File: src/rtl/skts_div.sv
// Restoring divider, one quotient bit per cycle, for the interpolation probe.
// Standalone; no package needed.
module skts_div #(
  parameter int NW = 41
) (
  input  logic          clk,
  input  logic          rst_n,
  input  logic          start,
  input  logic [NW-1:0] num,
  input  logic [31:0]   den,
  output logic          done_r,
  output logic [NW-1:0] quo
);
  localparam int CNTW = $clog2(NW + 1);

  logic            busy_r;
  logic [CNTW-1:0] cnt_r;
  logic [NW-1:0]   acc_r;
  logic [31:0]     rem_r;
  logic [31:0]     den_r;
  logic [32:0]     sh;
  logic [32:0]     dif;
  logic            ge;

  assign sh  = {rem_r, acc_r[NW-1]};
  assign dif = sh - {1'b0, den_r};
  assign ge  = (sh >= {1'b0, den_r});
  assign quo = acc_r;

  always_ff @(posedge clk) begin
    if (!rst_n) begin
      busy_r <= 1'b0;
      done_r <= 1'b0;
    end else begin
      done_r <= 1'b0;
      if (start) begin
        busy_r <= 1'b1;
        acc_r  <= num;
        den_r  <= den;
        rem_r  <= '0;
        cnt_r  <= CNTW'(NW);
      end else if (busy_r) begin
        acc_r <= {acc_r[NW-2:0], ge};
        rem_r <= ge ? dif[31:0] : sh[31:0];
        cnt_r <= cnt_r - CNTW'(1);
        if (cnt_r == CNTW'(1)) begin
          busy_r <= 1'b0;
          done_r <= 1'b1;
        end
      end
    end
  end

endmodule

File: config.mk
export PLATFORM = sky130hd
export DESIGN_NAME = skts_div
export DESIGN_NICKNAME = d
export VERILOG_FILES = /design/src/rtl/skts_div.sv
export SDC_FILE = /design/constraint.sdc
export NUM_CORES = 1
export LEC_CHECK = 0
export BUFFER_PORTS_ARGS = -buffer_cell sky130_fd_sc_hd__buf_2
export CAP_MARGIN = 25
export CORE_ASPECT_RATIO = 1.1
export CORE_UTILIZATION = 45
export CTS_CLUSTER_DIAMETER = 40
export DETAILED_ROUTE_END_ITERATION = 12
export PLACE_DENSITY = 0.67
export SLEW_MARGIN = 30
export SYNTH_ARGS = -nofsm -noshare
export SYNTH_HDL_FRONTEND = slang
export SYNTH_SLANG_ARGS = --single-unit
File: constraint.sdc
create_clock -name clk -period 4.95 [get_ports clk]
set_clock_uncertainty 0.1 [all_clocks]
set_input_delay 0.99 -clock clk [delete_from_list [all_inputs] [get_ports clk]]
set_output_delay 0.99 -clock clk [all_outputs]
set_load 0.02 [all_outputs]
==> summary.md <==
| Metric | Value |
|---|---|
| Fin area | 7720 µm² |
| CP Cell Sequence | ha_1 -> and3_1 -> nand2_1 -> or2_2 -> a211oi_1 -> o31ai_1 -> nand2_1 -> buf_4 -> nor2_1 -> a211oi_1 |
| Pwr/cell area | 380 nW/µm² |
| Largest net degree at the start of global routing | 55 |
| Non-filler instance count after layout | 895 |
| Largest family of logic cells by synthesized area | compound AO/OA/AOI/OAI gates |
| Die Wd | 116 µm |
| Iteration-0 DRC Markers | 189 |
| Overflow after GRT | 0 |
| Pleak | 0.00315 µW |
| Buffers on Ports | 117 |
| Combinational fraction of design power | 21.9% |
| #FFs+latches synth | 113 |
| ANT nets after route | 0 |
| CP required | 5.07 ns |
| Overall Power | 2930 µW |
| Num CTS Buffers | 17 |
| Arrival @ worst endpoint | 3.57 ns |
| HPWL Detailed | 9880 µm |
| Reg clk slew, reported paths | 0.06 ns |
| Root buf cell | clkbuf_16 |
| Ys flop type | edfxtp_1 |
| Final Hold Violating Endpoints | 0 |
| IO Count | 118 |
| Effective utilization at floorplan | 46.2% |
| Reg power frac | 40.4% |
| Initial antenna violation count | 0 |
| CP Capture Type | flop |
| Number of synthesized flops with an enable pin | 111 |
| Max VDD drop | 0.248 mV |
| Gpl congestion | 0.843 |
| Clk_lat worst skew | 0.43 ns |
| Adder-cell area share of the yosys netlist | 6.96% |
| RSZ-0062 raised after global routing | no |
| CTS tree | built |
| H-tree depth | 4 |
| Layout cell share with drive strength beyond 1 | 28.7% |
| Filler cells | 1212 |
| Dpl cells | 863 |
| Row Count | 45 |
| Worst path slowest cell | nand2_1 |
| Async S/R FF share, synth | 0% |
| Critical Path Fanout Max | 20 |
| Min-delay worst type | flop to flop |
| Hold Buf Count CTS | 0 |
| Post-synthesis sequential area ratio | 52.7% |
| Drt pass-1 iters | 4 |
| Max-cap violations | 0 |
| Setup tns final | 0 ns |
| Final wirelength | 13900 µm |
| Syn Area/Cell | 11.1 µm² |
| DIE HEIGHT | 127 µm |
| Final worst-path cycle share | 69.6% |
| Status | completed |
| Slew HR | 49.6% |
| Tmin final | 3.44 ns |
| Most common library cells after synthesis | edfxtp_1 (111), nand2_1 (60), a21oi_1 (51) |
| Count leader, synth | edfxtp_1 |
| Achievable Freq | 290 MHz |
| CTS max path bufs | 2 |
| Vias in the first global route | 4962 |
| Tot GR Track Use | 20.7% |
| CP delay by family, top | simple AND/OR/NAND/NOR gates |
| Clock sinks | 113 |
| Yosys warns | 0 |
| Area growth, synth to finish | 20.6% |
| Mux cell area share after synthesis | 7.22% |
| Die area | 14700 µm² |
| Global-route wire length before repair | 23400 µm |
| Vias per std cell | 5.33 |
| Register area | 3370 µm² |
| Post-Synth XOR/XNOR Area | 3.29% |
| CTS-repair resized insts | 0 |
| Sw frac | 29.7% |
| Synth area leader | edfxtp_1 |
| Cells after synthesis | 579 |
| Top-area cell type share of the netlist area | 52.1% |
| Compound-Gate Fraction of Synth Area | 14.1% |
| Syn Std Cell Area | 6400 µm² |
| CORE AREA | 13900 µm² |
| Avg WL per Cell | 15.5 µm |
| Multi-input logic area | 2760 µm² |
| CP startpoint kind | flop |
| Max stage delay on crit path | 0.48 ns |
| Postcts setup bufs | 0 |
| Power Internal | 2060 µW |
| Ant diodes | 0 |
| Final setup fails | 0 |
| Post-Synth Simple-Gate Area | 11.5% |
| Count of cell types in the netlist | 58 |
| Vias | 4770 |
| Final #Nets | 805 |
| Syn_nets | 690 |
| WS Path Type | flop to flop |
| Post-DP Area | 7180 µm² |
| Critical path buffers and inverters | 1 |
| Slew Limit Fails | 0 |
| Drt drc | 0 |
| Largest cells by area after synthesis | edfxtp_1 (52%), mux2_2 (7.2%), ha_1 (6.6%) |
| Worst slew pin tran | 0.756 ns |
| Clock share of power | 37.7% |
| Psw | 871 µW |
==> registers in the layout, indices dropped and copies added (netlist names) <==
| signal | flops |
|---|---|
| den_r | 32 |
| busy_r | 1 |
| quo | 41 |
| cnt_r | 6 |
| rem_r | 32 |
| done_r | 1 |
==> worst register-to-register path: cells and delay by family (launching register included) <==
| kind | cells | cell delay [ns] |
|---|---|---|
| AO/OA/AOI/OAI | 3 | 0.71 |
| adder cells (fa/ha/maj) | 1 | 0.45 |
| buffers and inverters | 1 | 0.35 |
| flip-flops | 1 | 0.40 |
| AND/OR/NAND/NOR | 5 | 1.23 |
==> final cells by class <==
class	instances	area share, %
multi-input cells	398	35.8
clock buffers	18	5.56
repair buffers	122	8.40
clock inverters	14	1.43
well taps	188	3.05
inverters	42	2.04
flip-flops and latches	113	43.7
==> power by group through the flow <==
stage	clock network [µW]	registers, µW	logic, µW
2_1_floorplan	0	1230	455
3_3_place_gp	0	1200	622
3_5_place_dp	0	1210	638
4_1_cts	1130	1190	644
5_1_grt	1160	1200	718
6_report	1110	1190	642
==> path summary, 6_finish.rpt <==
path / slack [ns] / from / end / depth (start not counted)
max reg2reg: 1.51 / rem_r[18] / rem_r[13] / 10
min: 0.38 / busy_r / done_r / 2
min reg2reg: 0.38 / busy_r / done_r / 2
max: 1.51 / rem_r[18] / rem_r[13] / 10
==> through the flow <==
stage	utilization [%]	setup WS, ns	hold WS, ns
floorplan	-	1.01	0.315
global placement	51.5	1.63	0.364
detailed placement	51.8	1.52	0.366
CTS	55.7	1.48	0.385
global route	55.7	1.17	0.401
finish	55.7	1.51	0.383
==> cell families after synthesis <==
logic type	Yosys count
compound gates	140
xor+xnor	24
fa+ha+maj	35
buf+inv	68
flops	113
mux	41
simple gates	158
==> layer usage <==
metal	up-vias	GRT usage (%)	wire length (µm)
met2	151	33.7	6630
met5	-	0	0
met1	2228	25.3	6130
li1	2378	-	-
met4	0	8.22	127
met3	13	6.64	967
==> layout by cell type, fill, tap and decap left out, drive strengths merged, types with 13 or more instances in the layout <==
| master | n |
|---|---|
| inv | 44 |
| ha | 34 |
| clkbuf | 18 |
| a211oi | 13 |
| nand2 | 61 |
| mux2 | 41 |
| a21oi | 51 |
| edfxtp | 111 |
| buf | 122 |
| nor3 | 14 |
| o21ai | 23 |
| xnor2 | 15 |
| nor2 | 32 |
(Power assumes the default switching activity.)
