`config.mk`:
```
export PLATFORM = sky130hd
export DESIGN_NAME = skts_isqrt
export DESIGN_NICKNAME = d
export VERILOG_FILES = /design/src/rtl/skts_isqrt.sv
export SDC_FILE = /design/constraint.sdc
export NUM_CORES = 1
export LEC_CHECK = 0
export BUFFER_PORTS_ARGS = -buffer_cell sky130_fd_sc_hd__buf_2
export CAP_MARGIN = 20
export CORE_MARGIN = 4
export CORE_UTILIZATION = 55
export CTS_BUF_LIST = sky130_fd_sc_hd__clkbuf_4 sky130_fd_sc_hd__clkbuf_8 sky130_fd_sc_hd__clkbuf_16
export CTS_CLUSTER_SIZE = 14
export DETAILED_ROUTE_END_ITERATION = 8
export PLACE_DENSITY = 0.82
export REMOVE_ABC_BUFFERS = 1
export SLEW_MARGIN = 5
export SYNTH_ARGS = -nofsm -noshare
export SYNTH_HDL_FRONTEND = slang
export SYNTH_SLANG_ARGS = --single-unit
```
`constraint.sdc`:
```
create_clock -name clk -period 3.6 [get_ports clk]
set_clock_uncertainty 0.2 [all_clocks]
set_input_delay 0.18 -clock clk [delete_from_list [all_inputs] [get_ports clk]]
set_output_delay 0.18 -clock clk [all_outputs]
set_load 0.02 [all_outputs]
```
`src/rtl/skts_isqrt.sv`:
```
// Integer square root, one root bit per cycle (digit-by-digit method).
// Standalone; no package needed.
module skts_isqrt #(
  parameter int RW = 15
) (
  input  logic            clk,
  input  logic            rst_n,
  input  logic            start,
  input  logic [2*RW-1:0] val,
  output logic            done_r,
  output logic [RW-1:0]   root_r
);
  localparam int CNTW = $clog2(RW + 1);

  logic            busy_r;
  logic [CNTW-1:0] cnt_r;
  logic [2*RW-1:0] val_r;
  logic [RW+1:0]   rem_r;
  logic [RW+1:0]   rem2;
  logic [RW+1:0]   trial;
  logic            ge;

  assign rem2  = {rem_r[RW-1:0], val_r[2*RW-1:2*RW-2]};
  assign trial = {root_r, 2'b01};
  assign ge    = (rem2 >= trial);

  always_ff @(posedge clk) begin
    if (!rst_n) begin
      busy_r <= 1'b0;
      done_r <= 1'b0;
    end else begin
      done_r <= 1'b0;
      if (start) begin
        busy_r <= 1'b1;
        val_r  <= val;
        rem_r  <= '0;
        root_r <= '0;
        cnt_r  <= CNTW'(RW);
      end else if (busy_r) begin
        val_r  <= {val_r[2*RW-3:0], 2'b00};
        rem_r  <= ge ? (rem2 - trial) : rem2;
        root_r <= {root_r[RW-2:0], ge};
        cnt_r  <= cnt_r - CNTW'(1);
        if (cnt_r == CNTW'(1)) begin
          busy_r <= 1'b0;
          done_r <= 1'b1;
        end
      end
    end
  end

endmodule

```
==> qor.txt, run 1 <==
PLACEMENT
-------------------------------------------------------------------------------------
Routability congestion estimate ........................................        0.975
Setup Slack @ Placement ................................................       732 ps
Placed insts ...........................................................          419
Instance area at placement .............................................   3920 sq um
Detailed-placement wirelength estimate .................................      5040 um
Port buffer count ......................................................           48

SYNTHESIS
-------------------------------------------------------------------------------------
Fraction of the mapped netlist area in compound gates ..................        12.7%
Mux share of post-synthesis cell area ..................................        8.66%
Number of enable-type register cells in the synthesized netlist ........           64
Post-synth ARST share ..................................................           0%
Largest family of logic cells by synthesized area ...................... compound AO/OA/AOI/OAI gates
Post-Synth XOR/XNOR Area ...............................................        2.89%
Post-synthesis adder-cell area fraction ................................        6.53%
Area fraction of the dominant cell type after synthesis ................        52.8%
Post-synthesis cell type count .........................................           50
Flops & latches, synth .................................................           66
Top area cells in the synthesized netlist .............................. sky130_fd_sc_hd__edfxtp_1 (53%), sky130_fd_sc_hd__mux2_2 (8.7%), sky130_fd_sc_hd__ha_1 (6.5%)
Post-synthesis share of cell area spent on and, or, nand and nor gates .        10.6%
Mean area per synthesized cell .........................................   11.9 sq um
Post-synthesis cell area ...............................................   3640 sq um
Most area-hungry cell type in the Yosys netlist ........................ sky130_fd_sc_hd__edfxtp_1
Yosys warning total ....................................................            0
Synthesized netlist cell count .........................................          306
Part of the Yosys area used for sequential elements ....................        53.9%
Dominant synthesized flop cell ......................................... sky130_fd_sc_hd__edfxtp_1

ROUTE
-------------------------------------------------------------------------------------
Total iterations of the first detailed-routing run .....................            5
Wire length per cell after detailed routing ............................      16.6 um
Drt drc ................................................................            0
Via density ............................................................         5.83
Number of DRC markers in iteration 0 ...................................          197
Vias ...................................................................         2715
ANT nets after route ...................................................            0
Sum of routed wire length over all layers ..............................      7730 um

TIMING
-------------------------------------------------------------------------------------
Final Worst Setup Slack ................................................       764 ps
Worst rel slew slack ...................................................        28.0%
Minimum hold slack .....................................................       118 ps
Tcrit/Tclk final .......................................................        78.8%
Minimum period implied by the final worst setup slack ..................      2840 ps
Number of hold violations in the final report ..........................            0
Final setup fails ......................................................            0
RSZ-0062 raised after global routing ...................................           no
Worst Tran Pin Value ...................................................      1080 ps
Final Max Slew Viols ...................................................            0
Sum Neg Setup Slack ....................................................         0 ps
Achievable clock frequency .............................................      353 MHz

CELLS AND AREA
-------------------------------------------------------------------------------------
Ant diodes .............................................................            0
Filler cell count ......................................................          456
Relative area change from synthesis to final layout ....................        21.4%
Layout cells sized above 1 .............................................        27.5%
Post-route cell area ...................................................   4420 sq um
Most common cell after layout, fill and taps aside ..................... sky130_fd_sc_hd__edfxtp_1
Final Net Count ........................................................          436
Leading cell types in the layout, fill and taps excluded ............... sky130_fd_sc_hd__edfxtp_1 (64), sky130_fd_sc_hd__buf_2 (48), sky130_fd_sc_hd__dlygate4sd3_1 (31)
Final core utilization .................................................        69.2%
Non-Filler Instances ...................................................          466

CLOCKING
-------------------------------------------------------------------------------------
Number of post-CTS setup repair buffers ................................            0
Clock tree from TritonCTS ..............................................        built
Maximum buffer depth of the clock tree .................................            2
Inserted Clock Buffers .................................................            9
Clock transition at path regs ..........................................        70 ps
Clk sinks ..............................................................           66
Resize count post-CTS ..................................................            0
CTS root buffer ........................................................ sky130_fd_sc_hd__clkbuf_8
Depth of the CTS H-tree ................................................            3
Hold bufs inserted after CTS ...........................................           31
Clk Latency, worst-skew pair ...........................................       350 ps

RUN STATUS
-------------------------------------------------------------------------------------
Status ................................................................. finished, final reports clean

CRITICAL PATH
-------------------------------------------------------------------------------------
Max stage delay cell, worst path ....................................... sky130_fd_sc_hd__a211oi_2
Path depth of the worst reg2reg path ...................................            6
Kind of cell with the highest combined delay on the critical path ...... compound AO/OA/AOI/OAI gates
Critical path buffers and inverters ....................................            0
Endpoint required time on the critical path ............................      3570 ps
Max FO, Critical Path ..................................................           12
Worst Setup Start Kind .................................................    flip-flop
Most prevalent standard cell on the critical path ...................... sky130_fd_sc_hd__a21o_1
Max incr delay on CP ...................................................       910 ps
Ordered cell list for the critical path ................................ ha_1, a21o_1, a21o_1, a211oi_2, nand2_4, a211oi_1
Critical Setup Path Class .............................................. flip-flop to flip-flop
Setup crit end kind ....................................................    flip-flop
Signal arrival time at the worst endpoint ..............................      2810 ps
Number of stages on the worst setup path ...............................            6

WORST HOLD PATH
-------------------------------------------------------------------------------------
Type of the tightest min-delay check ................................... input pin to flip-flop
Cell count of the worst hold path ......................................            2

POWER
-------------------------------------------------------------------------------------
Power Total ............................................................      1.99 mW
Cell Pwr Density .......................................................  450 nW/um^2
Maximum vdd drop .......................................................       308 uV
Leakage ................................................................      1.75 nW

GLOBAL ROUTE
-------------------------------------------------------------------------------------
Sum of overflow across all layers after global routing .................            0
Antenna violations before repair .......................................            0
Number of global-route vias before repair ..............................         2728
Global routing usage summed across all routing layers ..................        21.7%
Maximum number of pins on one net before global-route repair ...........           42
Global-route wire length before repair .................................     13000 um

FLOORPLAN
-------------------------------------------------------------------------------------
Initial standard-cell utilization of the core ..........................        57.0%
Number of standard-cell rows in the floorplan ..........................           29
Area enclosed by the die boundary ......................................   7990 sq um
Placeable core region ..................................................   6390 sq um
Overall die width ......................................................      89.4 um
Top-Level Pins .........................................................           49
DIE HEIGHT .............................................................      89.4 um

FLOW RUN
-------------------------------------------------------------------------------------
Max-Cap Viols ..........................................................            0

==> sequential cells by signal, summed over array words and instances (netlist names) <==
signal,count
done_r,1
rem_r,15
busy_r,1
cnt_r,4
root_r,15
val_r,30
==> area by class of cell <==
type / count / area, sq um / share of cell area [%]
Sequential cell: 66 / 1960 / 44.4
Multi-Input combinational cell: 201 / 1510 / 34.2
Timing Repair Buffer: 82 / 573 / 13.0
Clock buffer: 10 / 131 / 2.97
Tap cell: 77 / 96.3 / 2.18
Inverter: 24 / 90.1 / 2.04
Clock inverter: 6 / 57.6 / 1.30
==> synth_stat cells (2+ instances only) <==
cell type and instances:
sky130_fd_sc_hd__edfxtp_1 64, sky130_fd_sc_hd__mux2_2 28, sky130_fd_sc_hd__inv_1 24, sky130_fd_sc_hd__a21oi_1 21, sky130_fd_sc_hd__nor2_1 20, sky130_fd_sc_hd__ha_1 19
sky130_fd_sc_hd__nand2_1 15, sky130_fd_sc_hd__nor3_1 10, sky130_fd_sc_hd__nand3_1 9, sky130_fd_sc_hd__o21ai_0 9, sky130_fd_sc_hd__xnor2_1 8, sky130_fd_sc_hd__o21a_1 7
sky130_fd_sc_hd__nand4_1 6, sky130_fd_sc_hd__a211oi_1 5, sky130_fd_sc_hd__buf_1 5, sky130_fd_sc_hd__xor2_1 4, sky130_fd_sc_hd__and3_1 3, sky130_fd_sc_hd__buf_2 3
sky130_fd_sc_hd__nor2b_1 3, sky130_fd_sc_hd__o2bb2ai_1 3, sky130_fd_sc_hd__a211oi_2 2, sky130_fd_sc_hd__a21o_1 2, sky130_fd_sc_hd__a31oi_1 2, sky130_fd_sc_hd__and2_1 2
sky130_fd_sc_hd__buf_6 2, sky130_fd_sc_hd__clkbuf_1 2, sky130_fd_sc_hd__clkbuf_2 2, sky130_fd_sc_hd__dfxtp_1 2, sky130_fd_sc_hd__nand2b_1 2, sky130_fd_sc_hd__nor4_1 2
==> layer usage <==
layer	global-route usage [%]	wire, um	vias up	share of wire, %
li1	-	-	1294	-
met1	27.6	3280	1293	42
met2	33.9	3750	99	49
met3	5.62	432	29	5.6
met4	11.6	261	0	3.4
met5	0	0	-	0
==> final timing paths <==
check	startpoint	end	slack (ps)
hold reg to reg	busy_r$_SDFF_PN0_	done_r$_SDFF_PP0_	280
setup reg to reg	rem_r[12]$_SDFFCE_PP0P_	rem_r[5]$_SDFFCE_PP0P_	760
setup / recovery	rem_r[12]$_SDFFCE_PP0P_	rem_r[5]$_SDFFCE_PP0P_	760
hold / removal	start	root_r[9]$_SDFFCE_PP0P_	120
==> cell families after synthesis <==
kind of cell / count (synthesis)
mux: 28
simple gates: 77
compound gates: 65
buf+inv: 39
flops: 66
fa+ha+maj: 19
xor+xnor: 12
==> worst reg2reg max path: cells and delay by family, from the launching register on <==
kind            cells  cell delay (ps)
flops               1              410
simple gates        1              140
compound gates      4             1570
fa+ha+maj           1              340
==> report_power, final <==
part | switching (mW) | internal, mW | total [mW]
clock | 0.291 | 0.323 | 0.613
sequential | 0.0244 | 0.914 | 0.938
combinational | 0.246 | 0.190 | 0.436
Power figures use the tool's default switching activity.
==> run 2: changes to the inputs <==
- CORE_UTILIZATION: 55 -> 52
- PLACE_DENSITY: 0.82 -> 0.81
- clock period: 3.6 -> 2.4 ns (I/O delays scaled with it)
==> qor.txt, run 2 (synthesized netlist as in run 1, its figures left out) <==
RUN STATUS
--------------------------------------------------------------------------------
Status ............................................................ complete, but fails checks
Violated checks ................................................... negative setup slack

FLOORPLAN
--------------------------------------------------------------------------------
Overall die width .................................................      91.7 um   +2.6%
Initial standard-cell utilization of the core .....................        53.6%   -3.4 points
Top-Level Pins ....................................................           49   unchanged
Placeable core region .............................................   6790 sq um   +6.4%
Number of standard-cell rows in the floorplan .....................           30   +3.4%
DIE HEIGHT ........................................................      91.7 um   +2.6%
Area enclosed by the die boundary .................................   8410 sq um   +5.2%

GLOBAL ROUTE
--------------------------------------------------------------------------------
Number of global-route vias before repair .........................         3049   +12%
Global routing usage summed across all routing layers .............        22.4%   +0.66 points
Antenna violations before repair ..................................            0   unchanged
Global-route wire length before repair ............................     14700 um   +14%
Sum of overflow across all layers after global routing ............            0   unchanged
Maximum number of pins on one net before global-route repair ......           49   +17%

TIMING
--------------------------------------------------------------------------------
Final setup fails .................................................           16   +16
Minimum period implied by the final worst setup slack .............      2570 ps   -269 ps
Minimum hold slack ................................................       117 ps   -1.09 ps
Sum Neg Setup Slack ...............................................     -1610 ps   -1610 ps
Final Worst Setup Slack ...........................................      -167 ps   -931 ps
Number of hold violations in the final report .....................            0   unchanged
Tcrit/Tclk final ..................................................         107%   +28 points
Achievable clock frequency ........................................      390 MHz   +10%
RSZ-0062 raised after global routing ..............................          yes
Worst rel slew slack ..............................................        63.2%   +35 points
Worst Tran Pin Value ..............................................       552 ps   -526 ps
Final Max Slew Viols ..............................................            0   unchanged

CRITICAL PATH
--------------------------------------------------------------------------------
Most prevalent standard cell on the critical path ................. sky130_fd_sc_hd__buf_6
Number of stages on the worst setup path ..........................           10   +4
Max FO, Critical Path .............................................            6   -6
Ordered cell list for the critical path ........................... ha_4, buf_6, nand4_1, nor4_4, buf_4, a211oi_4, buf_6, nand2b_1, o311ai_1, a21oi_1
Max incr delay on CP ..............................................       490 ps   -420 ps
Max stage delay cell, worst path .................................. sky130_fd_sc_hd__edfxtp_1
Path depth of the worst reg2reg path ..............................           10   +4
Critical Setup Path Class ......................................... flip-flop to flip-flop
Setup crit end kind ...............................................    flip-flop
Critical path buffers and inverters ...............................            3   +3
Worst Setup Start Kind ............................................    flip-flop
Kind of cell with the highest combined delay on the critical path . simple AND/OR/NAND/NOR gates
Signal arrival time at the worst endpoint .........................      2570 ps   -240 ps
Endpoint required time on the critical path .......................      2400 ps   -1170 ps

PLACEMENT
--------------------------------------------------------------------------------
Routability congestion estimate ...................................        0.952   -2.3%
Detailed-placement wirelength estimate ............................      5380 um   +6.9%
Placed insts ......................................................          473   +13%
Port buffer count .................................................           48   unchanged

CELLS AND AREA
--------------------------------------------------------------------------------
Final core utilization ............................................        79.1%   +9.9 points
Leading cell types in the layout, fill and taps excluded .......... sky130_fd_sc_hd__edfxtp_1 (64), sky130_fd_sc_hd__buf_4 (51), sky130_fd_sc_hd__buf_2 (49)
Register ranked first by flip-flop count ..........................        val_r
Layout cells sized above 1 ........................................        48.9%   +21 points
Biggest registers after layout .................................... val_r (30), rem_r (15), root_r (15)
Most common cell after layout, fill and taps aside ................ sky130_fd_sc_hd__edfxtp_1
Ant diodes ........................................................            0   unchanged
Max FFs per register ..............................................           30   unchanged
Final Net Count ...................................................          499   +14%
Non-Filler Instances ..............................................          548   +18%
Relative area change from synthesis to final layout ...............        47.6%

POWER
--------------------------------------------------------------------------------
Cell Pwr Density ..................................................  667 nW/um^2   +48%
Power Total .......................................................      3.59 mW   +80%
Leakage ...........................................................      2.15 nW   +23%
Maximum vdd drop ..................................................       426 uV   +38%

CLOCKING
--------------------------------------------------------------------------------
Depth of the CTS H-tree ...........................................            3   unchanged
Maximum buffer depth of the clock tree ............................            2   unchanged
Inserted Clock Buffers ............................................            9   unchanged
Clk sinks .........................................................           66   unchanged
Clock tree from TritonCTS .........................................        built
CTS root buffer ................................................... sky130_fd_sc_hd__clkbuf_8
Clk Latency, worst-skew pair ......................................       370 ps   +20 ps
Clock transition at path regs .....................................        80 ps   about the same

ROUTE
--------------------------------------------------------------------------------
Via density .......................................................         5.97   +2.4%
Total iterations of the first detailed-routing run ................            6   +1
ANT nets after route ..............................................            0   unchanged
Drt drc ...........................................................            0   unchanged
Sum of routed wire length over all layers .........................     11200 um   +45%
Number of DRC markers in iteration 0 ..............................          356   +81%
Wire length per cell after detailed routing .......................      20.5 um   +23%
Vias ..............................................................         3270   +20%

WORST HOLD PATH
--------------------------------------------------------------------------------
Type of the tightest min-delay check .............................. input pin to flip-flop
Cell count of the worst hold path .................................            2   unchanged

FLOW RUN
--------------------------------------------------------------------------------
Max-Cap Viols .....................................................            0   unchanged

run 2: cell count changes in the layout (fill, tap and decap cells not counted), sizes merged:
cell / previous run / this run
buf: 51 / 114
clkinv: 5 / 1
inv: 24 / 26
bufinv: 1 / 2
clkbuf: 10 / 11
run 2: repair_timing:
item                                    in CTS  in global routing
setup buffers                                9                 18
endpoints found under the hold margin       31                  0
pin swaps                                    8                 24
resized for setup                           19                 69
cloned                                       0                  1
endpoints found under the setup margin      15                 16
hold buffers                                31                  0
run 2: metal layers:
layer,GRT usage [%],part of all wire [%],vias to the layer above,wire (um)
li1,-,-,1422,-
met3,4.92,7.4,58,835
met4,7.18,4.7,0,524
met5,0,0,-,0
met1,28.1,37,1574,4160
met2,38.3,51,216,5710
run 2: cell type report:
| cell class | instances | area, sq um |
|---|---|---|
| clock buffer | 11 | 139 |
| clock inverter | 5 | 86.3 |
| timing repair buffer | 145 | 1100 |
| inverter | 24 | 90.1 |
| sequential | 66 | 1960 |
| tap | 96 | 120 |
| multi-input combinational | 201 | 1870 |
| fill | 365 | 1420 |
run 2: final timing paths:
kind	startpoint	endpoint	slack, ps
worst max-delay path	rem_r[0]$_SDFFCE_PP0P_	rem_r[13]$_SDFFCE_PP0P_	-170
worst min-delay path	start	val_r[23]$_DFFE_PP_	120
worst max register to register	rem_r[0]$_SDFFCE_PP0P_	rem_r[13]$_SDFFCE_PP0P_	-170
worst min register to register	busy_r$_SDFF_PN0_	done_r$_SDFF_PP0_	300
run 2: metrics by stage:
| stage | worst slack (ps) | area [sq um] |
|---|---|---|
| after floorplan | -196 | 3560 |
| after global placement | -86.2 | 4220 |
| after detailed placement | -214 | 4220 |
| after CTS | -24.1 | 4930 |
| after global routing | -178 | 5380 |
| final | -167 | 5380 |
run 2: power breakdown:
part	leakage (nW)	total, mW	internal [mW]	switching (mW)
registers	0.631	1.42	1.37	0.0492
clock network	0.115	1.11	0.618	0.491
logic	1.40	1.06	0.502	0.553
