--- config.mk ---
export PLATFORM = sky130hd
export DESIGN_NAME = skts_ctrl
export DESIGN_NICKNAME = d
export VERILOG_FILES = /design/src/rtl/skts_pkg.sv /design/src/rtl/skts_ctrl.sv
export SDC_FILE = /design/constraint.sdc
export NUM_CORES = 2
export LEC_CHECK = 0
export BUFFER_PORTS_ARGS = -buffer_cell sky130_fd_sc_hd__buf_2
export CAP_MARGIN = 20
export CORE_MARGIN = 4
export CORE_UTILIZATION = 62
export CTS_CLUSTER_SIZE = 8
export DETAILED_ROUTE_END_ITERATION = 12
export PLACE_DENSITY = 0.82
export SETUP_SLACK_MARGIN = 0.02
export SYNTH_ARGS = -nofsm -noshare
export SYNTH_HDL_FRONTEND = slang
export SYNTH_SLANG_ARGS = --single-unit
export TNS_END_PERCENT = 1
--- constraint.sdc ---
create_clock -name clk -period 13.7 [get_ports clk]
set_input_delay 3.425 -clock clk [delete_from_list [all_inputs] [get_ports clk]]
set_output_delay 3.425 -clock clk [all_outputs]
set_load 0.01 [all_outputs]
--- src/rtl/skts_pkg.sv ---
// Shared types and codes for the sorted key table.
// No dependencies; imported by skts_ram, skts_ctrl and sorted_key_table_search.
package skts_pkg;

  localparam int ADDR_W       = 16;
  localparam int SMALL_WINDOW = 5;

  typedef enum logic [1:0] {
    MODE_INSERT = 2'd0,
    MODE_DELETE = 2'd1,
    MODE_LOOKUP = 2'd2,
    MODE_NOP    = 2'd3
  } mode_t;

  typedef enum logic [1:0] {
    STAT_OK        = 2'd0,
    STAT_NOT_FOUND = 2'd1,
    STAT_FULL      = 2'd2,
    STAT_EMPTY     = 2'd3
  } status_t;

  localparam logic [1:0] METHOD_LINEAR = 2'd0;
  localparam logic [1:0] METHOD_BINARY = 2'd1;
  localparam logic [1:0] METHOD_INTERP = 2'd2;

  typedef struct packed {
    logic [31:0]        payload;
    logic signed [31:0] key;
  } mem_word_t;

  typedef struct packed {
    logic              rd;
    logic              wr;
    logic [ADDR_W-1:0] addr;
    mem_word_t         wdata;
  } mem_cmd_t;

endpackage

--- src/rtl/skts_ctrl.sv ---
// Controller: operation sequencer, search state, result register.
// Depends on skts_pkg; drives skts_ram, skts_div and skts_isqrt.
module skts_ctrl #(
  parameter int CAPACITY = 256,
  parameter int CW       = 9,
  parameter int NW       = 41,
  parameter int RW       = 15
) (
  input  logic                clk,
  input  logic                rst_n,
  input  logic                in_tvalid,
  output logic                in_tready,
  input  logic [63:0]         in_tdata,
  input  logic [1:0]          in_tuser,
  output logic                out_tvalid,
  input  logic                out_tready,
  output logic [55:0]         out_tdata,
  output logic [1:0]          out_tuser,
  input  logic                cfg_we,
  input  logic [1:0]          cfg_wdata,
  output skts_pkg::mem_cmd_t  mem_cmd,
  input  skts_pkg::mem_word_t mem_rdata,
  output logic                div_start,
  output logic [NW-1:0]       div_num,
  output logic [31:0]         div_den,
  input  logic                div_done,
  input  logic [NW-1:0]       div_quo,
  output logic                sq_start,
  output logic [2*RW-1:0]     sq_val,
  input  logic                sq_done,
  input  logic [RW-1:0]       sq_root
);
  import skts_pkg::*;

  localparam int IPW = CW + 1;
  localparam int SW  = RW + 3;
  localparam int GW  = $clog2(CAPACITY + 4);
  localparam logic signed [SW-1:0] POS_ONE   = SW'(1);
  localparam logic signed [SW-1:0] WIN_SMALL = SW'(SMALL_WINDOW);

  typedef enum logic [4:0] {
    S_IDLE, S_INS_RD, S_INS_CMP, S_INS_PUT, S_LIN_RD, S_LIN_CMP,
    S_PRE_HI, S_PRE_LO, S_PRE_CHK, S_BIN_RD, S_BIN_CMP,
    S_INT_WIN, S_INT_RL, S_INT_RR, S_INT_DIF, S_INT_DIV, S_INT_DWT,
    S_INT_NRD, S_INT_NCMP, S_STP_M1, S_STP_M2, S_STP_SQ, S_STP_SW,
    S_STP_RD, S_STP_CMP, S_SCAN_RD, S_SCAN_CMP, S_DEL_RD, S_DEL_WR, S_FIN
  } state_t;

  state_t                state_r;
  logic [1:0]            method_r;
  logic [CW-1:0]         count_r;
  mode_t                 mode_r;
  logic signed [31:0]    key_r;
  logic [31:0]           pay_in_r;
  logic signed [31:0]    khi_r;
  logic signed [31:0]    klo_r;
  logic signed [SW-1:0]  cur_r;
  logic signed [SW-1:0]  lo_r;
  logic signed [SW-1:0]  hi_r;
  logic signed [SW-1:0]  left_r;
  logic signed [SW-1:0]  right_r;
  logic signed [SW-1:0]  next_r;
  logic signed [SW-1:0]  temp_r;
  logic [CW-1:0]         size_r;
  logic [GW-1:0]         guard_r;
  logic                  up_r;
  logic [IPW-1:0]        i_r;
  logic [2*IPW-1:0]      isq_r;
  logic [2*RW-1:0]       prod_r;
  logic [RW-1:0]         prev_r;
  logic [RW-1:0]         root_r;
  logic [NW-1:0]         num_r;
  logic [31:0]           den_r;
  status_t               res_status_r;
  logic signed [SW-1:0]  res_idx_r;
  logic [31:0]           res_pay_r;
  logic                  out_valid_r;
  logic [55:0]           out_tdata_r;
  logic [1:0]            out_tuser_r;

  logic signed [SW-1:0]  n_s;
  logic signed [SW-1:0]  n_m1;
  logic signed [SW-1:0]  size_s;
  logic signed [SW-1:0]  lo_nxt;
  logic signed [SW-1:0]  hi_nxt;
  logic signed [SW-1:0]  temp_nxt;
  logic signed [SW-1:0]  root_s;
  logic signed [SW-1:0]  prev_s;
  logic [CW-1:0]         size_m1;
  logic signed [32:0]    diff_s;
  logic signed [32:0]    dvs_s;
  logic                  key_eq;
  logic                  key_gt;
  logic                  key_lt;
  logic [CW+8:0]         cnt_w;
  logic [SW+7:0]         idx_w;
  mode_t                 in_mode;
  logic signed [31:0]    in_key;

  function automatic logic [ADDR_W-1:0] to_addr(logic signed [SW-1:0] p);
    logic [SW+ADDR_W-1:0] w;
    w = {{ADDR_W{1'b0}}, p};
    return w[ADDR_W-1:0];
  endfunction

  assign in_mode = mode_t'(in_tuser);
  assign in_key  = $signed(in_tdata[31:0]);
  assign n_s     = $signed({{(SW-CW){1'b0}}, count_r});
  assign n_m1    = n_s - POS_ONE;
  assign size_s  = right_r - left_r + POS_ONE;
  assign size_m1 = size_r - CW'(1);
  assign root_s  = $signed({3'b000, sq_root});
  assign prev_s  = $signed({3'b000, prev_r});
  assign key_eq  = (mem_rdata.key == key_r);
  assign key_gt  = (key_r > $signed(mem_rdata.key));
  assign key_lt  = (key_r < $signed(mem_rdata.key));
  assign diff_s  = {key_r[31], key_r} - {klo_r[31], klo_r};
  assign dvs_s   = {mem_rdata.key[31], mem_rdata.key} - {klo_r[31], klo_r};

  // Binary search window update after a probe
  always_comb begin
    if ($signed(mem_rdata.key) < key_r) begin
      lo_nxt = cur_r + POS_ONE;
      hi_nxt = hi_r;
    end else begin
      lo_nxt = lo_r;
      hi_nxt = cur_r - POS_ONE;
    end
  end

  // Jump target, clamped to the table
  always_comb begin
    if (up_r) begin
      temp_nxt = next_r + root_s;
      if (temp_nxt > n_m1) begin
        temp_nxt = n_m1;
      end
    end else begin
      temp_nxt = next_r - root_s;
      if (temp_nxt < 0) begin
        temp_nxt = '0;
      end
    end
  end

  always_comb begin
    mem_cmd       = '0;
    mem_cmd.wdata = mem_rdata;
    case (state_r)
      S_INS_RD: begin
        mem_cmd.rd   = 1'b1;
        mem_cmd.addr = to_addr(cur_r - POS_ONE);
      end
      S_INS_CMP: begin
        mem_cmd.wr   = key_lt;
        mem_cmd.addr = to_addr(cur_r);
      end
      S_INS_PUT: begin
        mem_cmd.wr            = 1'b1;
        mem_cmd.addr          = to_addr(cur_r);
        mem_cmd.wdata.key     = key_r;
        mem_cmd.wdata.payload = pay_in_r;
      end
      S_LIN_RD, S_BIN_RD, S_SCAN_RD: begin
        mem_cmd.rd   = 1'b1;
        mem_cmd.addr = to_addr(cur_r);
      end
      S_PRE_HI: begin
        mem_cmd.rd   = 1'b1;
        mem_cmd.addr = to_addr(n_m1);
      end
      S_PRE_LO: begin
        mem_cmd.rd   = 1'b1;
        mem_cmd.addr = '0;
      end
      S_INT_RL: begin
        mem_cmd.rd   = 1'b1;
        mem_cmd.addr = to_addr(left_r);
      end
      S_INT_RR: begin
        mem_cmd.rd   = 1'b1;
        mem_cmd.addr = to_addr(right_r);
      end
      S_INT_NRD: begin
        mem_cmd.rd   = 1'b1;
        mem_cmd.addr = to_addr(next_r);
      end
      S_STP_RD: begin
        mem_cmd.rd   = 1'b1;
        mem_cmd.addr = to_addr(temp_r);
      end
      S_DEL_RD: begin
        mem_cmd.rd   = 1'b1;
        mem_cmd.addr = to_addr(cur_r + POS_ONE);
      end
      S_DEL_WR: begin
        mem_cmd.wr   = 1'b1;
        mem_cmd.addr = to_addr(cur_r);
      end
      default: begin
      end
    endcase
  end

  assign in_tready  = (state_r == S_IDLE);
  assign div_start  = (state_r == S_INT_DIV);
  assign div_num    = num_r;
  assign div_den    = den_r;
  assign sq_start   = (state_r == S_STP_SQ);
  assign sq_val     = prod_r;
  assign out_tvalid = out_valid_r;
  assign out_tdata  = out_tdata_r;
  assign out_tuser  = out_tuser_r;
  assign cnt_w      = {9'b0, count_r};
  assign idx_w      = {8'b0, res_idx_r};

  always_ff @(posedge clk) begin
    if (!rst_n) begin
      state_r     <= S_IDLE;
      method_r    <= METHOD_LINEAR;
      count_r     <= '0;
      out_valid_r <= 1'b0;
    end else begin
      if (cfg_we) begin
        method_r <= cfg_wdata;
      end
      if (out_valid_r && out_tready && state_r != S_FIN) begin
        out_valid_r <= 1'b0;
      end
      case (state_r)
        S_IDLE: begin
          if (in_tvalid) begin
            mode_r    <= in_mode;
            key_r     <= in_key;
            pay_in_r  <= in_tdata[63:32];
            res_idx_r <= '0;
            res_pay_r <= '0;
            case (in_mode)
              MODE_INSERT: begin
                cur_r        <= n_s;
                res_status_r <= (count_r == CW'(CAPACITY)) ? STAT_FULL : STAT_OK;
                if (count_r == CW'(CAPACITY)) begin
                  state_r <= S_FIN;
                end else if (count_r != '0) begin
                  state_r <= S_INS_RD;
                end else begin
                  state_r <= S_INS_PUT;
                end
              end
              MODE_DELETE, MODE_LOOKUP: begin
                cur_r        <= '0;
                res_status_r <= (count_r == '0) ? STAT_EMPTY : STAT_OK;
                if (count_r == '0) begin
                  state_r <= S_FIN;
                end else if (method_r == METHOD_BINARY || method_r == METHOD_INTERP) begin
                  state_r <= S_PRE_HI;
                end else begin
                  state_r <= S_LIN_RD;
                end
              end
              default: begin
                res_status_r <= STAT_OK;
                state_r      <= S_FIN;
              end
            endcase
          end
        end

        // Insert: shift larger keys up one slot, then drop the new record in
        S_INS_RD: state_r <= S_INS_CMP;
        S_INS_CMP: begin
          if (key_lt) begin
            cur_r   <= cur_r - POS_ONE;
            state_r <= (cur_r > POS_ONE) ? S_INS_RD : S_INS_PUT;
          end else begin
            state_r <= S_INS_PUT;
          end
        end
        S_INS_PUT: begin
          count_r   <= count_r + CW'(1);
          res_idx_r <= cur_r;
          state_r   <= S_FIN;
        end

        // Linear scan, first match
        S_LIN_RD: state_r <= S_LIN_CMP;
        S_LIN_CMP: begin
          if (key_eq) begin
            res_idx_r <= cur_r;
            res_pay_r <= (mode_r == MODE_LOOKUP) ? mem_rdata.payload : '0;
            state_r   <= (mode_r == MODE_LOOKUP) ? S_FIN : S_DEL_RD;
          end else if (cur_r + POS_ONE < n_s) begin
            cur_r   <= cur_r + POS_ONE;
            state_r <= S_LIN_RD;
          end else begin
            res_status_r <= STAT_NOT_FOUND;
            state_r      <= S_FIN;
          end
        end

        // Range precheck against first and last key
        S_PRE_HI: state_r <= S_PRE_LO;
        S_PRE_LO: begin
          khi_r   <= mem_rdata.key;
          state_r <= S_PRE_CHK;
        end
        S_PRE_CHK: begin
          if (key_r > khi_r || key_lt) begin
            res_status_r <= STAT_NOT_FOUND;
            state_r      <= S_FIN;
          end else if (method_r == METHOD_BINARY) begin
            lo_r    <= '0;
            hi_r    <= n_m1;
            cur_r   <= n_m1 >>> 1;
            state_r <= S_BIN_RD;
          end else begin
            left_r  <= '0;
            right_r <= n_m1;
            guard_r <= '0;
            state_r <= S_INT_WIN;
          end
        end

        // Binary search
        S_BIN_RD: state_r <= S_BIN_CMP;
        S_BIN_CMP: begin
          if (key_eq) begin
            res_idx_r <= cur_r;
            res_pay_r <= (mode_r == MODE_LOOKUP) ? mem_rdata.payload : '0;
            state_r   <= (mode_r == MODE_LOOKUP) ? S_FIN : S_DEL_RD;
          end else if (lo_nxt <= hi_nxt) begin
            lo_r    <= lo_nxt;
            hi_r    <= hi_nxt;
            cur_r   <= (lo_nxt + hi_nxt) >>> 1;
            state_r <= S_BIN_RD;
          end else begin
            res_status_r <= STAT_NOT_FOUND;
            state_r      <= S_FIN;
          end
        end

        // Interpolation search: one window per pass
        S_INT_WIN: begin
          if (guard_r == GW'(CAPACITY + 3)) begin
            res_status_r <= STAT_NOT_FOUND;
            state_r      <= S_FIN;
          end else begin
            guard_r <= guard_r + GW'(1);
            if (size_s <= WIN_SMALL) begin
              cur_r   <= left_r;
              state_r <= S_SCAN_RD;
            end else begin
              size_r  <= size_s[CW-1:0];
              state_r <= S_INT_RL;
            end
          end
        end
        S_INT_RL: state_r <= S_INT_RR;
        S_INT_RR: begin
          klo_r   <= mem_rdata.key;
          state_r <= S_INT_DIF;
        end
        S_INT_DIF: begin
          if (dvs_s == '0 || diff_s < 0) begin
            next_r  <= left_r;
            state_r <= S_INT_NRD;
          end else begin
            num_r   <= NW'(size_m1 * diff_s[31:0]);
            den_r   <= dvs_s[31:0];
            state_r <= S_INT_DIV;
          end
        end
        S_INT_DIV: state_r <= S_INT_DWT;
        S_INT_DWT: begin
          if (div_done) begin
            if (div_quo > NW'(size_m1)) begin
              next_r <= right_r;
            end else begin
              next_r <= left_r + $signed({{(SW-CW){1'b0}}, div_quo[CW-1:0]});
            end
            state_r <= S_INT_NRD;
          end
        end
        S_INT_NRD: state_r <= S_INT_NCMP;
        S_INT_NCMP: begin
          if (key_eq) begin
            cur_r     <= next_r;
            res_idx_r <= next_r;
            res_pay_r <= (mode_r == MODE_LOOKUP) ? mem_rdata.payload : '0;
            state_r   <= (mode_r == MODE_LOOKUP) ? S_FIN : S_DEL_RD;
          end else begin
            up_r    <= key_gt;
            i_r     <= IPW'(1);
            prev_r  <= '0;
            state_r <= S_STP_M1;
          end
        end

        // Jump steps of isqrt(i*i*size) away from the probe
        S_STP_M1: begin
          isq_r   <= (2*IPW)'(i_r * i_r);
          state_r <= S_STP_M2;
        end
        S_STP_M2: begin
          prod_r  <= (2*RW)'(isq_r * size_r);
          state_r <= S_STP_SQ;
        end
        S_STP_SQ: state_r <= S_STP_SW;
        S_STP_SW: begin
          if (sq_done) begin
            root_r  <= sq_root;
            temp_r  <= temp_nxt;
            state_r <= S_STP_RD;
          end
        end
        S_STP_RD: state_r <= S_STP_CMP;
        S_STP_CMP: begin
          if ((up_r ? key_gt : key_lt) && (IPW'(count_r) >= i_r)) begin
            i_r     <= i_r + IPW'(1);
            prev_r  <= root_r;
            state_r <= S_STP_M1;
          end else begin
            if (up_r) begin
              right_r <= temp_r;
              left_r  <= next_r + prev_s + POS_ONE;
            end else begin
              right_r <= next_r - prev_s - POS_ONE;
              left_r  <= temp_r;
            end
            state_r <= S_INT_WIN;
          end
        end

        // Small window: plain scan
        S_SCAN_RD: begin
          if (cur_r > right_r || cur_r >= n_s) begin
            res_status_r <= STAT_NOT_FOUND;
            state_r      <= S_FIN;
          end else begin
            state_r <= S_SCAN_CMP;
          end
        end
        S_SCAN_CMP: begin
          if (key_eq) begin
            res_idx_r <= cur_r;
            res_pay_r <= (mode_r == MODE_LOOKUP) ? mem_rdata.payload : '0;
            state_r   <= (mode_r == MODE_LOOKUP) ? S_FIN : S_DEL_RD;
          end else begin
            cur_r   <= cur_r + POS_ONE;
            state_r <= S_SCAN_RD;
          end
        end

        // Delete: pull later records down one slot
        S_DEL_RD: begin
          if (cur_r + POS_ONE < n_s) begin
            state_r <= S_DEL_WR;
          end else begin
            count_r <= count_r - CW'(1);
            state_r <= S_FIN;
          end
        end
        S_DEL_WR: begin
          cur_r   <= cur_r + POS_ONE;
          state_r <= S_DEL_RD;
        end

        S_FIN: begin
          if (!out_valid_r || out_tready) begin
            out_valid_r <= 1'b1;
            out_tuser_r <= res_status_r;
            out_tdata_r <= {7'b0, cnt_w[8:0], res_pay_r, idx_w[7:0]};
            state_r     <= S_IDLE;
          end
        end

        default: state_r <= S_IDLE;
      endcase
    end
  end

  a_count_bound: assert property (@(posedge clk) disable iff (!rst_n)
    count_r <= CW'(CAPACITY))
    else $error("entry count above capacity");

  a_count_change: assert property (@(posedge clk) disable iff (!rst_n)
    (count_r != $past(count_r)) |->
      ($past(state_r) == S_INS_PUT || $past(state_r) == S_DEL_RD))
    else $error("entry count changed outside insert or delete");

  a_full_status: assert property (@(posedge clk) disable iff (!rst_n)
    (state_r == S_FIN && res_status_r == STAT_FULL) |-> count_r == CW'(CAPACITY))
    else $error("full status with room left");

  a_result_load: assert property (@(posedge clk) disable iff (!rst_n)
    (state_r == S_FIN && (!out_valid_r || out_tready)) |=> out_valid_r)
    else $error("finished result not presented");

  a_write_range: assert property (@(posedge clk) disable iff (!rst_n)
    mem_cmd.wr |-> (mem_cmd.addr < ADDR_W'(CAPACITY)))
    else $error("memory write outside table");

endmodule

==> summary.txt <==
via count: 43,220
fin crit period: 10.08 ns
post-DP HPWL: 128,000 µm
final hold vios: 0
Top FF cell, synth: edfxtp_1
Crit. Startpoint: mem_rdata[11]
Reg2Reg Depth: 29
WL met3: 16,800 µm
Skew-Pair Late Insertion Delay: 0.68 ns
post-CTS setup buffers: 0
Port Buffers: 433
Layout area overhead: 10.88%
Core Footprint: 0.08264 mm²
Reg-to-Reg End: div_num[40]
initial antenna violation count: 19
largest family of logic cells by synthesized area: adder cells
Worst R2R Setup Slack: 4.60 ns
WS Path Type: in2out
DR WL/cell: 23.53 µm
M1 WL: 63,330 µm
reg2reg start: key_r[0]
fin nets: 6,869
XOR/XNOR Fraction of Synth Area: 4.428%
register area share after synthesis: 31.19%
Initial Util: 62.95%
Netlist Area Pre-Place: 0.05202 mm²
IR Drop Worst-Case VDD: 0.2412 mV
Cell Int Power: 0.005936 W
Psw: 0.004671 W
Hold Path Depth: 0
CP max FO: 48
Worst slew margin: 21.58%
Routed WL: 162,200 µm
number of synthesized flops with an enable pin: 529
status: finished clean
hold_buf cts: 0
worst-margin pin slew: 1.176 ns
setup TNS: 0 ns
die height: 297.7 µm
synthesized netlist cell count: 5,392
Setup Viol. Count Final: 0
CTS root buf: clkbuf_16
Pleak: 26.11 nW
CTS tree: built
crit path to: mem_cmd[80]
via/cell ratio: 6.271
largest net degree at the start of global routing: 87
register share of total power: 23.1%
Die W: 297.7 µm
CP arrival: 6.66 ns
RePlAce Congestion: 1.024
clk_skew: 0.04846 ns
Num Clock Sinks: 546
Sw Ratio: 44.04%
met2 WL: 73,660 µm
CP required: 10.27 ns
Combinational Power Share: 59.3%
Ports: 442
number of global-route vias before repair: 43,000
CTS clk-pin slew, worst paths: 0.05 ns
Max Slew Vio Count: 0
Synth cell types: 92
CTS Buffer Depth: 3
depth of the CTS H-tree: 3
top layer in use: met5
Async S/R FF share, synth: 0%
Max-cap violations: 0
Yosys warnings: 0
Worst Setup Start Kind: primary input
Hold Crit Class: reg2reg
DRT iter0 DRCs: 4,656
clock share of power: 17.6%
global-route wire length before repair: 249,900 µm
Compound-Gate Fraction of Synth Area: 13.85%
gr ovfl total: 0
Final Cycle Share: 73.59%
overall global routing resource usage: 36.15%
RSZ-0062 raised after global routing: false
clock buffer count from CTS: 79
Synth Area in Simple Gates: 14.77%
Pwr Total: 0.01061 W
average cell area after synthesis: 9.647 µm²
CTS resizes: 0
fmax: 99.19 MHz
die area: 0.08860 mm²
pwr/cell area: 183.9 mW/mm²
FP Rows: 105
number of synthesized register bits: 546
Routed Antenna Nets: 0
drt pass-1 iters: 7
post-synthesis mux area share: 1.852%
Residual DRC: 0
share of layout cells above drive strength 1: 12.36%
adder-cell share of the synthesized area: 27.41%
crit end category: output port
worst max-delay path: stages:
cell and delay (ns):
buf_2 0.14, ha_1 0.32, nand4_1 0.18, or4_4 0.56, a21o_1 0.21, a31o_1 0.25
a31oi_4 0.16, buf_4 0.52, and2_4 0.31, o211ai_1 0.08, o21ai_0 0.23, buf_2 0.23
power by group through the flow:
stage | Clock, W | Combinational (W) | Sequential [W]
6_report | 0.00187 | 0.00629 | 0.00245
3_3_place_gp | 0 | 0.00600 | 0.00246
4_1_cts | 0.00189 | 0.00621 | 0.00244
5_1_grt | 0.00197 | 0.00700 | 0.00245
2_1_floorplan | 0 | 0.00470 | 0.00236
3_5_place_dp | 0 | 0.00616 | 0.00247
cells by family (layout without fill, tap and decap cells):
group,after synthesis,after routing
AOI/OAI and AO/OA,1099,1099
xor gates and xnor gates,263,263
adders and majority gates,906,906
buffers and inverters,885,1287
DFF,546,546
muxes,90,90
other,2,30
and+or+nand+nor,1601,1601
cell usage after synthesis (all sizes together) (35+ instances only):
cell type | n | area (µm²)
edfxtp | 529 | 15890
a221oi | 35 | 312.8
fa | 389 | 7787
clkbuf | 168 | 630.6
xor2 | 79 | 691.9
nor3 | 93 | 470.5
buf | 37 | 192.7
xnor2 | 184 | 1612
ha | 517 | 6469
a21o | 108 | 810.8
nor2 | 501 | 1881
o21bai | 36 | 270.3
nand4 | 37 | 231.5
mux2i | 40 | 400.4
nand3 | 93 | 465.5
nor2b | 68 | 425.4
a21oi | 292 | 1461
o21a | 43 | 322.8
nand2b | 111 | 694.4
mux2 | 50 | 563.0
and2 | 140 | 878.3
or2 | 49 | 306.5
o21ai | 244 | 1221
nand2 | 368 | 1381
a211oi | 58 | 440.4
and3 | 57 | 356.6
inv | 675 | 2534
registers in the layout, indices dropped and copies added (netlist names), 32 cells and up:
signal	flops
div_num	41
pay_in_r	32
div_den	32
res_pay_r	32
out_tdata	49
key_r	32
klo_r	32
khi_r	32
cell type report:
class                      count  area [µm²]
antenna                       19       47.55
clock buffer                 107        2082
clock inverter                 9       225.2
fill                        6255       24960
inverter                     680        2552
multi-input combinational   3970       32590
sequential                   546       16230
tap                         1070        1339
timing repair buffer         491        2618
per-layer routing:
metal | global-route usage, % | vias to the layer above
met5 | 0 | -
met4 | 16.61 | 4
met3 | 7.434 | 478
met2 | 57.94 | 2431
met1 | 47.66 | 20930
li1 | - | 19380
placed cells by master, fill, tap and decap left out, types with 111 or more instances in the layout:
cell type,n
ha_1,517
fa_1,389
buf_2,433
edfxtp_1,529
o21ai_0,227
nand2b_1,111
nor2_1,490
and2_1,139
xnor2_1,182
inv_1,672
a21oi_1,292
nand2_1,367
stage by stage:
step	hold WS, ns	util (%)	cell area [µm²]	worst slack [ns]	std cells
after floorplan	0.4003	-	52050	2.454	5401
after global placement	0.4003	66.90	55280	3.688	6754
after detailed placement	0.4045	66.90	55280	3.670	6754
after CTS	0.4060	69.69	57590	3.658	6870
after global routing	0.4164	69.77	57660	3.508	6884
final	0.4130	69.80	57680	3.619	6892
worst min path at each step:
stage	startpoint	to	slack, ns
after floorplan	res_idx_r[0]	out_tdata[0]	0.40
after global placement	res_pay_r[9]	out_tdata[17]	0.40
after detailed placement	res_idx_r[7]	out_tdata[7]	0.40
after CTS	res_pay_r[0]	out_tdata[8]	0.41
after global routing	res_pay_r[4]	out_tdata[12]	0.42
final	res_pay_r[4]	out_tdata[12]	0.41
Power figures use the tool's default switching activity.
